<file path="config.mk">
export PLATFORM = sky130hd
export DESIGN_NAME = queue_with_front_insert_and_search
export DESIGN_NICKNAME = d
export VERILOG_FILES = /design/src/rtl/qwfis_pkg.sv /design/src/rtl/queue_with_front_insert_and_search.sv
export SDC_FILE = /design/constraint.sdc
export NUM_CORES = 1
export LEC_CHECK = 0
export ABC_AREA = 1
export BUFFER_PORTS_ARGS = -buffer_cell sky130_fd_sc_hd__buf_2
export CORE_MARGIN = 10
export CORE_UTILIZATION = 58
export CTS_BUF_LIST = sky130_fd_sc_hd__clkbuf_8
export DETAILED_ROUTE_END_ITERATION = 10
export PLACE_DENSITY = 0.8
export SYNTH_ARGS = -nofsm -noshare
export SYNTH_HDL_FRONTEND = slang
export SYNTH_SLANG_ARGS = --single-unit
</file>
<file path="constraint.sdc">
create_clock -name clk -period 2.9 [get_ports clk]
set_input_delay 0.145 -clock clk [delete_from_list [all_inputs] [get_ports clk]]
set_output_delay 0.145 -clock clk [all_outputs]
set_load 0.05 [all_outputs]
</file>
<file path="src/rtl/qwfis_pkg.sv">
// Package for the queue with front insert and search: widths, defaults, operation codes
package qwfis_pkg;

	localparam int DEPTH_DEF        = 16;
	localparam int NUMBER_WIDTH_DEF = 16;
	localparam int NUM_PORT_W       = 16;
	localparam int CNT_PORT_W       = 5;

	typedef enum logic [1:0] {
		OP_PUSH       = 2'd0,
		OP_PUSH_FRONT = 2'd1,
		OP_POP        = 2'd2,
		OP_SEARCH     = 2'd3
	} op_t;

endpackage

</file>
<file path="src/rtl/queue_with_front_insert_and_search.sv">
// Ring buffer queue of vertex numbers with push, push front, pop and search
// Usage:
//   Input channel (in_valid/in_stall) carries one item: operation and vertex_number.
//   Output channel (out_valid/out_stall) returns exactly one result item per input item:
//   popped number and flag, found, rejected, queue_empty and entry_count after the step.
//   An item is taken on a clock edge with valid high and stall low.
// Result timing and throughput:
//   Push, push front, and any operation on an empty queue: result registered at the
//   accepting edge, one item per cycle while the output is not stalled.
//   Pop: the result follows one synchronous read of the entry memory.
//   Search: one memory read per held entry, walked by a single comparator; it stops
//   at the first match or after the last held entry.
//   While a pop or search is in flight the input is stalled.
// Reset (arst_n low): queue empty, head at zero, no result pending. Entry memory
//   is not cleared; only written entries are ever used in a result.
// Output stall: the result register holds; no new item is taken until it drains
//   or is taken in the same cycle.
module queue_with_front_insert_and_search #(
	parameter int DEPTH        = qwfis_pkg::DEPTH_DEF,
	parameter int NUMBER_WIDTH = qwfis_pkg::NUMBER_WIDTH_DEF
) (
	input  logic                             clk,
	input  logic                             arst_n,
	input  logic                             in_valid,
	output logic                             in_stall,
	input  logic [1:0]                       operation,
	input  logic [qwfis_pkg::NUM_PORT_W-1:0] vertex_number,
	output logic                             out_valid,
	input  logic                             out_stall,
	output logic [qwfis_pkg::NUM_PORT_W-1:0] popped_number,
	output logic                             popped_valid,
	output logic                             found,
	output logic                             rejected,
	output logic                             queue_empty,
	output logic [qwfis_pkg::CNT_PORT_W-1:0] entry_count
);

	localparam int AW = $clog2(DEPTH);
	localparam int CW = $clog2(DEPTH + 1);
	localparam int NW = NUMBER_WIDTH;

	typedef enum logic [1:0] {
		ST_IDLE,
		ST_POP,
		ST_SRCH
	} state_t;

	function automatic logic [AW-1:0] slot(input logic [AW-1:0] base, input logic [CW-1:0] off);
		logic [AW:0] s;
		s = {1'b0, base} + (AW+1)'(off);
		if (s >= (AW+1)'(DEPTH))
			return AW'(s - (AW+1)'(DEPTH));
		else
			return AW'(s);
	endfunction

	logic [NW-1:0] mem [DEPTH];
	logic [NW-1:0] rd_data_s1;

	state_t          state_q, st_nxt;
	logic [AW-1:0]   head_q, head_nxt;
	logic [CW-1:0]   count_q, cnt_nxt;
	logic [CW-1:0]   sidx_q, sidx_nxt;
	logic [NW-1:0]   key_q;

	logic            out_valid_q;
	logic [qwfis_pkg::NUM_PORT_W-1:0] popped_q;
	logic            pvalid_q, found_q, rej_q, empty_q;
	logic [qwfis_pkg::CNT_PORT_W-1:0] count_out_q;

	logic            in_acc, out_free, full, empty;
	logic [NW-1:0]   num;
	logic [31:0]     vn_ext, rd_ext, cnt_ext;
	logic [AW-1:0]   head_m1, head_p1;
	logic            mem_we;
	logic [AW-1:0]   mem_wa, mem_ra;
	logic            match, done;

	logic            res_load, res_pvalid, res_found, res_rej;
	logic [qwfis_pkg::NUM_PORT_W-1:0] res_popped;

	assign out_free = !out_valid_q || !out_stall;
	assign in_stall = (state_q != ST_IDLE) || (out_valid_q && out_stall);
	assign in_acc   = in_valid && !in_stall;

	assign vn_ext  = 32'(vertex_number);
	assign num     = vn_ext[NW-1:0];
	assign rd_ext  = 32'(rd_data_s1);
	assign full    = (count_q == CW'(DEPTH));
	assign empty   = (count_q == '0);
	assign head_m1 = (head_q == '0) ? AW'(DEPTH - 1) : head_q - AW'(1);
	assign head_p1 = (head_q == AW'(DEPTH - 1)) ? '0 : head_q + AW'(1);
	assign match   = (rd_data_s1 == key_q);
	assign done    = match || (sidx_q == count_q);

	always_comb begin
		st_nxt     = state_q;
		head_nxt   = head_q;
		cnt_nxt    = count_q;
		sidx_nxt   = sidx_q;
		mem_we     = 1'b0;
		mem_wa     = slot(head_q, count_q);
		mem_ra     = head_q;
		res_load   = 1'b0;
		res_popped = '0;
		res_pvalid = 1'b0;
		res_found  = 1'b0;
		res_rej    = 1'b0;
		case (state_q)
			ST_IDLE: begin
				if (in_acc) begin
					case (qwfis_pkg::op_t'(operation))
						qwfis_pkg::OP_PUSH: begin
							res_load = 1'b1;
							if (full) begin
								res_rej = 1'b1;
							end else begin
								mem_we  = 1'b1;
								cnt_nxt = count_q + CW'(1);
							end
						end
						qwfis_pkg::OP_PUSH_FRONT: begin
							res_load = 1'b1;
							if (empty || full) begin
								res_rej = 1'b1;
							end else begin
								mem_we   = 1'b1;
								mem_wa   = head_m1;
								head_nxt = head_m1;
								cnt_nxt  = count_q + CW'(1);
							end
						end
						qwfis_pkg::OP_POP: begin
							if (empty)
								res_load = 1'b1;
							else
								st_nxt = ST_POP;
						end
						qwfis_pkg::OP_SEARCH: begin
							if (empty) begin
								res_load = 1'b1;
							end else begin
								sidx_nxt = CW'(1);
								st_nxt   = ST_SRCH;
							end
						end
						default: res_load = 1'b1;
					endcase
				end
			end
			ST_POP: begin
				if (out_free) begin
					res_load   = 1'b1;
					res_popped = rd_ext[qwfis_pkg::NUM_PORT_W-1:0];
					res_pvalid = 1'b1;
					head_nxt   = head_p1;
					cnt_nxt    = count_q - CW'(1);
					st_nxt     = ST_IDLE;
				end
			end
			ST_SRCH: begin
				if (done) begin
					// re-read the checked entry so the compare holds across an output stall
					mem_ra = slot(head_q, sidx_q - CW'(1));
					if (out_free) begin
						res_load  = 1'b1;
						res_found = match;
						st_nxt    = ST_IDLE;
					end
				end else begin
					mem_ra   = slot(head_q, sidx_q);
					sidx_nxt = sidx_q + CW'(1);
				end
			end
			default: st_nxt = ST_IDLE;
		endcase
	end

	assign cnt_ext = 32'(cnt_nxt);

	// writes happen only at accept; a read of an entry being written is never used
	always_ff @(posedge clk) begin
		if (mem_we)
			mem[mem_wa] <= num;
		rd_data_s1 <= mem[mem_ra];
	end

	always_ff @(posedge clk or negedge arst_n) begin
		if (!arst_n) begin
			state_q     <= ST_IDLE;
			head_q      <= '0;
			count_q     <= '0;
			sidx_q      <= '0;
			out_valid_q <= 1'b0;
		end else begin
			state_q <= st_nxt;
			head_q  <= head_nxt;
			count_q <= cnt_nxt;
			sidx_q  <= sidx_nxt;
			if (res_load)
				out_valid_q <= 1'b1;
			else if (!out_stall)
				out_valid_q <= 1'b0;
		end
	end

	always_ff @(posedge clk) begin
		if (in_acc)
			key_q <= num;
		if (res_load) begin
			popped_q    <= res_popped;
			pvalid_q    <= res_pvalid;
			found_q     <= res_found;
			rej_q       <= res_rej;
			empty_q     <= (cnt_nxt == '0);
			count_out_q <= cnt_ext[qwfis_pkg::CNT_PORT_W-1:0];
		end
	end

	assign out_valid     = out_valid_q;
	assign popped_number = popped_q;
	assign popped_valid  = pvalid_q;
	assign found         = found_q;
	assign rejected      = rej_q;
	assign queue_empty   = empty_q;
	assign entry_count   = count_out_q;

endmodule

</file>
* Yosys cells after proc, flatten, opt, wreduce, memory -nomap -nowiden
Memories as Yosys holds them, arrays and structs flattened. A register that Yosys moved wholly into a read port is not among the register bits.
Cells that the tools add are included.
** Storage, ports and cells
- Memories :: 1
- Register bits :: 58
- Bits in writable memories :: 256
- Bits of input ports :: 22
** Memories
- mem :: depth 16, width 16, read ports 1, clocked after Yosys merged registers in 1, wr ports 1, line queue_with_front_insert_and_search.sv:57 : logic [NW-1:0] mem [DEPTH];
** Cells by class
- Multiplexer cells :: 52
- Reductions and logical operators :: 25
- Add/sub/neg operators :: 12
- Order comparisons :: 3
- Eq/ne operators :: 21
** Operators by type and width (count)
- 2-to-1 mux 4 bit :: 15
- 2-to-1 mux 5 bit :: 8
- one-hot mux 5 bit (2 select lines) :: 3
- == test 16 bit :: 1
- subtractor 4 x 1 -> 4 bit (second input constant) :: 4
- adder 4 x 5 -> 5 bit :: 3
- >= comparator 5 bit (second input constant) :: 3
- AND reduction 5 bit :: 3
- 2-to-1 mux 1 bit :: 14
- inequality test 2 bit (second input constant) :: 6
- adder 5 x 1 -> 5 bit (second input constant) :: 2
- zero test 5 bit :: 2
- 2-to-1 mux 2 bit :: 5
- subtractor 5 x 1 -> 5 bit (second input constant) :: 2
- one-hot mux 4 bit (2 select lines) :: 1
- == test 2 bit (second input constant) :: 3
- inequality test 2 x 1 -> 1 bit (second input constant) :: 3
- inequality test 3 bit (second input constant) :: 2
- one-hot mux 1 bit (2 select lines) :: 3
- one-hot mux 2 bit (3 select lines) :: 1
- nonzero test 2 bit :: 3
- == test 5 bit :: 1
- == test 5 bit (second input constant) :: 1
- adder 4 x 1 -> 4 bit (second input constant) :: 1
- 13 further kinds :: 23

* Depth between registers and ports, before layout
- Depth in word-level cells :: 8
- Gate-level depth with buffers :: 17

* Worst setup path before layout
OpenSTA, ideal clock, no wires.
- Path type :: register to register
- Start point :: register out_valid_q, in the netlist out_valid
- End point :: memory mem[12][0] (netlist bit), enable pin
- Setup slack :: -0.268 ns
- Data required time :: 2.512 ns
- Data arrival time :: 2.780 ns
- Period minus slack after synthesis :: 3.168 ns
- Buffers on the path :: 0
- Library setup time :: 0.388 ns
- Cell stages (with the launch flop) :: 10
- Cell sequence :: dfrtp_1 nand2_1 nand3_1 inv_1 nand2_1 inv_1 or2_2 o21ai_0 nand3_1 nor2_1
** On the way
- Cells in the longest elaborated chain, start to end :: 8
- Elaborated cells between the ends (all ways) :: 10
- Classes of those cells :: mux (6); reduce/logical (4)
** RTL lines
- start, declared :: line queue_with_front_insert_and_search.sv:66 : logic out_valid_q;
- start signal, assigned :: line queue_with_front_insert_and_search.sv:194 : out_valid_q <= 1'b0;
- start signal, assigned :: line queue_with_front_insert_and_search.sv:201 : out_valid_q <= 1'b1;
- start signal, assigned :: line queue_with_front_insert_and_search.sv:203 : out_valid_q <= 1'b0;
- logical AND 1 bit (*) :: line queue_with_front_insert_and_search.sv:83 : assign in_stall = (state_q != ST_IDLE) || (out_valid_q && out_stall);
- logical OR 1 bit (*) :: line queue_with_front_insert_and_search.sv:83
- zero test 1 bit (*) :: line queue_with_front_insert_and_search.sv:84 : assign in_acc = in_valid && !in_stall;
- logical AND 1 bit (*) :: line queue_with_front_insert_and_search.sv:84
- named net in_acc :: line queue_with_front_insert_and_search.sv:71 : logic in_acc, out_free, full, empty;
- 2-to-1 mux 1 bit :: line queue_with_front_insert_and_search.sv:111 : if (in_acc) begin
- 2-to-1 mux 1 bit :: line queue_with_front_insert_and_search.sv:109 : case (state_q)
- 2-to-1 mux 1 bit :: line queue_with_front_insert_and_search.sv:183 : if (mem_we)
- 2-to-1 mux 1 bit (not written as such) :: line queue_with_front_insert_and_search.sv:184 : mem[mem_wa] <= num;
- end, declared :: line queue_with_front_insert_and_search.sv:57
Mark *: on every way through the listed nets, which the timed path passes. The rest lies on a longest branch.

* Final worst setup path
- Start point :: register head_q[1]
- End point :: register rd_data_s1[12], read port of mem
** On the way
- Cells in the longest elaborated chain, start to end :: 5
- Elaborated cells between the ends (all ways) :: 10
- Classes of those cells :: add/sub (4); order compare (2); mux (4)
** RTL lines
- start, declared :: line queue_with_front_insert_and_search.sv:61 : logic [AW-1:0] head_q, head_nxt;
- start signal, assigned :: line queue_with_front_insert_and_search.sv:197 : head_q <= head_nxt;
- adder 4 x 5 -> 5 bit :: line queue_with_front_insert_and_search.sv:50 : s = {1'b0, base} + (AW+1)'(off);
- subtractor 4 x 1 -> 4 bit or >= comparator 5 bit (tied branches) :: line queue_with_front_insert_and_search.sv:52, queue_with_front_insert_and_search.sv:51
- 2-to-1 mux 4 bit :: line queue_with_front_insert_and_search.sv:51 : if (s >= (AW+1)'(DEPTH))
- 2-to-1 mux 4 bit :: line queue_with_front_insert_and_search.sv:162 : if (done) begin
- 2-to-1 mux 4 bit (*) :: line queue_with_front_insert_and_search.sv:109
- end, declared :: line queue_with_front_insert_and_search.sv:58 : logic [NW-1:0] rd_data_s1;
Every way passes the cells marked *; elsewhere a longest branch is shown, timed or not.
A chain may end at the register's enable or synchronous reset.

==> summary by stage <==
Placement
Summing all placed instances gives a cell area of 0.0164 mm2. The congestion estimate from routability-driven global placement came to between 0.9 and 1. The HPWL reported at the end of detailed placement is 24800 um.

The worst slack after detailed placement is between 0.1 and 0.15 ns. The count of buffers inserted at the top-level ports is 48.

Yosys
The fraction of synthesized cell area taken by the top area cell type is 0.577. Counting distinct cell types in the post-synthesis netlist gives 38. In the synthesized netlist the dominant register cell turns out to be sky130_fd_sc_hd__edfxtp_1.

The post-synthesis async set-or-reset flop share is 0.0515. Synthesis produced approximately 1500 cells. The cell accounting for the most synthesized area is sky130_fd_sc_hd__edfxtp_1.

The count of flip-flops with a built-in enable after synthesis is ~300. By area the synthesized netlist is led by sky130_fd_sc_hd__edfxtp_1, sky130_fd_sc_hd__inv_1, sky130_fd_sc_hd__nand3_1. The average cell area after synthesis is ~10 um2. The most common cell in the synthesized netlist is sky130_fd_sc_hd__inv_1. The share of the Yosys chip area taken by registers is 0.626. The mapped netlist covers roughly 0.015 mm2.

The flop and latch count out of synthesis is 330. Sorting the synthesized cells by how often they occur yields sky130_fd_sc_hd__inv_1, sky130_fd_sc_hd__edfxtp_1, sky130_fd_sc_hd__nand2_1, sky130_fd_sc_hd__nand3_1, sky130_fd_sc_hd__nand4_1. Synthesis produced a netlist with a net count of between 1500 and 2000. The Yosys step of the flow raised 0 warnings.

Timing
The headroom to the max-slew limit is 0.607. Derived from the worst setup path, the maximum achievable clock frequency is between 300 and 400 MHz. Hold timing on the final database bottoms out at a slack of roughly 0.021 ns. The final number of max-transition violations is 0.

The largest clock skew in the final design is 0.0276 ns. Setup repair after global routing left no endpoint under its margin. The transition time of the tightest slew-check pin is between 0.5 and 0.6 ns. The number of failing hold endpoints at the final stage is 0. The final period utilization is 0.943. The minimum setup slack in the final design is ~0.16 ns. The shortest clock period the worst path allows after layout is approximately 2.7 ns. The count of endpoints failing setup in the final report is 0.

Clocking
The later pin in the worst-skew pair is clocked with a latency of ~0.58 ns. The TritonCTS clock tree is yes. Counting along the longest clock path gives a buffer depth of 3. Clock tree synthesis inserted a total of just over 50 buffers. Clock-pin slew was measured on the worst setup and hold paths at around 0.06 ns. The total number of H-tree levels is 2. The clock drives 330 sinks. The buffer cell driving the clock tree root is sky130_fd_sc_hd__clkbuf_8.

Routing
The via count of the routed design is 11600. The detailed router finished its first iteration with ~1500 violations. The number of search-and-repair iterations in the first detailed-routing pass is 6. For this block, the routed nets add up to 39300 um of wire. The wire length per cell is roughly 20 um. In this run the remaining antenna-violating nets after routing total 0.

The number of remaining DRC errors is 0. Using the TritonRoute via totals, the vias-per-cell ratio works out to slightly below 6.

Floorplan
During I/O placement, the number of pins put on the boundary was 49. The floorplan has 59 rows. The die width is about 180 um.

The core region is 0.0261 mm2. The die is about 180 um tall. The effective utilization at floorplan is 0.591. The die covers between 0.03 and 0.04 mm2.

Layout
After the last flow step, the layout net total stands at between 1500 and 2000. The final non-filler cell area is 0.0175 mm2. The share of layout cells above drive strength 1 is 0.131.

The fraction of the core area covered by cells at the end of the flow is 0.668. 0 antenna diodes ended up in the layout. The area growth from synthesis to layout is 13.0%.

Global route
Entering global routing, the biggest net connects about 130 pins. Across every metal layer, demand over resource in global routing totals 0.231. The routing layer with the top usage in global route is met2.

In the global route stage, met3 resource usage came out at 0.0451. The number of global-route vias before repair is around 11000. The global-route met1 utilization is 0.315.

The total congestion overflow is 0. The number of antenna violations at the first check in global routing is 0. The first global-routing pass estimated approximately 60000 um of wire. For met2 alone, demand over resource in global routing was 0.366.

Power
Across the VDD grid, the largest voltage drop is between 0.7 and 0.8 mV. The design draws approximately 20 mW. The reported leakage power is 7.75 nW.

The power density over cell area is approximately 1100 mW/mm2.

Critical path
The signal on the critical path passes through inv_1 -> ha_1 -> inv_1 -> ha_1 -> fa_1 -> o22ai_2 -> nor2_4 -> inv_2 -> buf_4 -> nand3_1 -> nand3_1 -> nand2_1. The kind of start point of the critical path is a register. The type of the worst setup path is register to register. Along the worst path, the maximum fanout reaches 19. The length in cells of the worst reg-to-reg path is 12.

The slowest stage of the critical path is the sky130_fd_sc_hd__dfrtp_1 cell. The required time at the worst-slack endpoint is between 3 and 4 ns. The arrival time of the worst setup path is between 3 and 4 ns. On the worst path, the slowest cell contributes a delay of about 0.46 ns. The endpoint kind of the worst setup timing path is a register.

Job
Max-cap violations in this run came to 0.

Status
The flow ran to the end, and the final reports show no timing, DRC or antenna violations.

Min path
Along the worst hold path, the cell count comes to 1. The class of the tightest hold or removal check is primary input to register.
## worst max-delay path, delay by kind of cell (launching register included)
kind,cells,cell delay [ns]
buffers and inverters,4,0.57
flip-flops,1,0.46
AND/OR/NAND/NOR,4,0.43
adder cells (fa/ha/maj),3,0.99
AO/OA/AOI/OAI,1,0.18
## registers in the layout, summed over array words and instances, names as in the netlist
register	count
popped_number	16
entry_count	5
head_q	4
rd_data_s1	16
found	1
mem	256
state_q	2
rejected	1
out_valid	1
popped_valid	1
queue_empty	1
key_q	16
sidx_q	5
count_q	5
## cell type report
cell class              instances  area [um2]
repair buffers                108         962
well taps                     335         419
inverters                     337        1270
fillers                      1910        8670
flip-flops and latches        330        9670
clock buffers                  59         812
clock inverters                34         154
multi-input cells             794        4180
## per-layer routing
layer | part of all wire | wire length (um)
met4 | 0.021 | 835
met3 | 0.13 | 5120
met2 | 0.46 | 18300
met1 | 0.38 | 15100
met5 | 0 | 0
## per-stage QoR
step,TNS (ns),cells
2_1_floorplan,-19.29,1543
3_3_place_gp,0,1895
3_5_place_dp,0,1895
4_1_cts,0,1992
5_1_grt,0,1997
6_report,0,1997
## worst paths after layout
kind | start | end | slack [ns]
setup / recovery | head_q[1] | rd_data_s1[12] | 0.16
hold / removal | vertex_number[12] | mem[8][12] | 0.02
setup reg to reg | head_q[1] | rd_data_s1[12] | 0.16
hold reg to reg | sidx_q[4] | sidx_q[4] | 0.58
max in group asynchronous | arst_n | count_q[0] | 2.51
min in group asynchronous | arst_n | count_q[1] | 0.06
## logic make-up (layout without fill, tap and decap cells)
kind of cell    after synthesis  in the layout  synth area share
flops                       330            330             0.626
buf+inv                     420            538             0.109
simple gates                705            706             0.217
xor+xnor                     18             18            0.0102
compound gates               46             46            0.0174
fa+ha+maj                    24             24            0.0209
## where the power goes
group	switching [mW]	total (mW)	leakage (nW)	internal [mW]
combinational	6.70	9.68	4.15	2.97
clock	1.78	3.64	0.566	1.86
sequential	0.435	6.48	3.04	6.05
total	8.91	19.8	7.75	10.9
## layout by cell type (no fill, tap or decap), types with 15 or more instances in the layout
master                     count
sky130_fd_sc_hd__inv_1       346
sky130_fd_sc_hd__edfxtp_1    297
sky130_fd_sc_hd__nand2_1     244
sky130_fd_sc_hd__nand3_1     244
sky130_fd_sc_hd__nand4_1     132
sky130_fd_sc_hd__clkbuf_8     59
sky130_fd_sc_hd__nor2_1       48
sky130_fd_sc_hd__buf_2        48
sky130_fd_sc_hd__buf_4        34
sky130_fd_sc_hd__o21ai_0      26
sky130_fd_sc_hd__ha_1         21
sky130_fd_sc_hd__nor2_2       17
sky130_fd_sc_hd__buf_12       17
sky130_fd_sc_hd__dfrtp_1      16
sky130_fd_sc_hd__dfxtp_1      15
## timing repair
action	4_1_cts	5_1_grt
setup endpoints to repair	0	61
buffers inserted	0	3
endpoints found under the hold margin	19	0
hold buffers	4	0
gates resized for setup	0	8
Power figures use the tool's default switching activity.
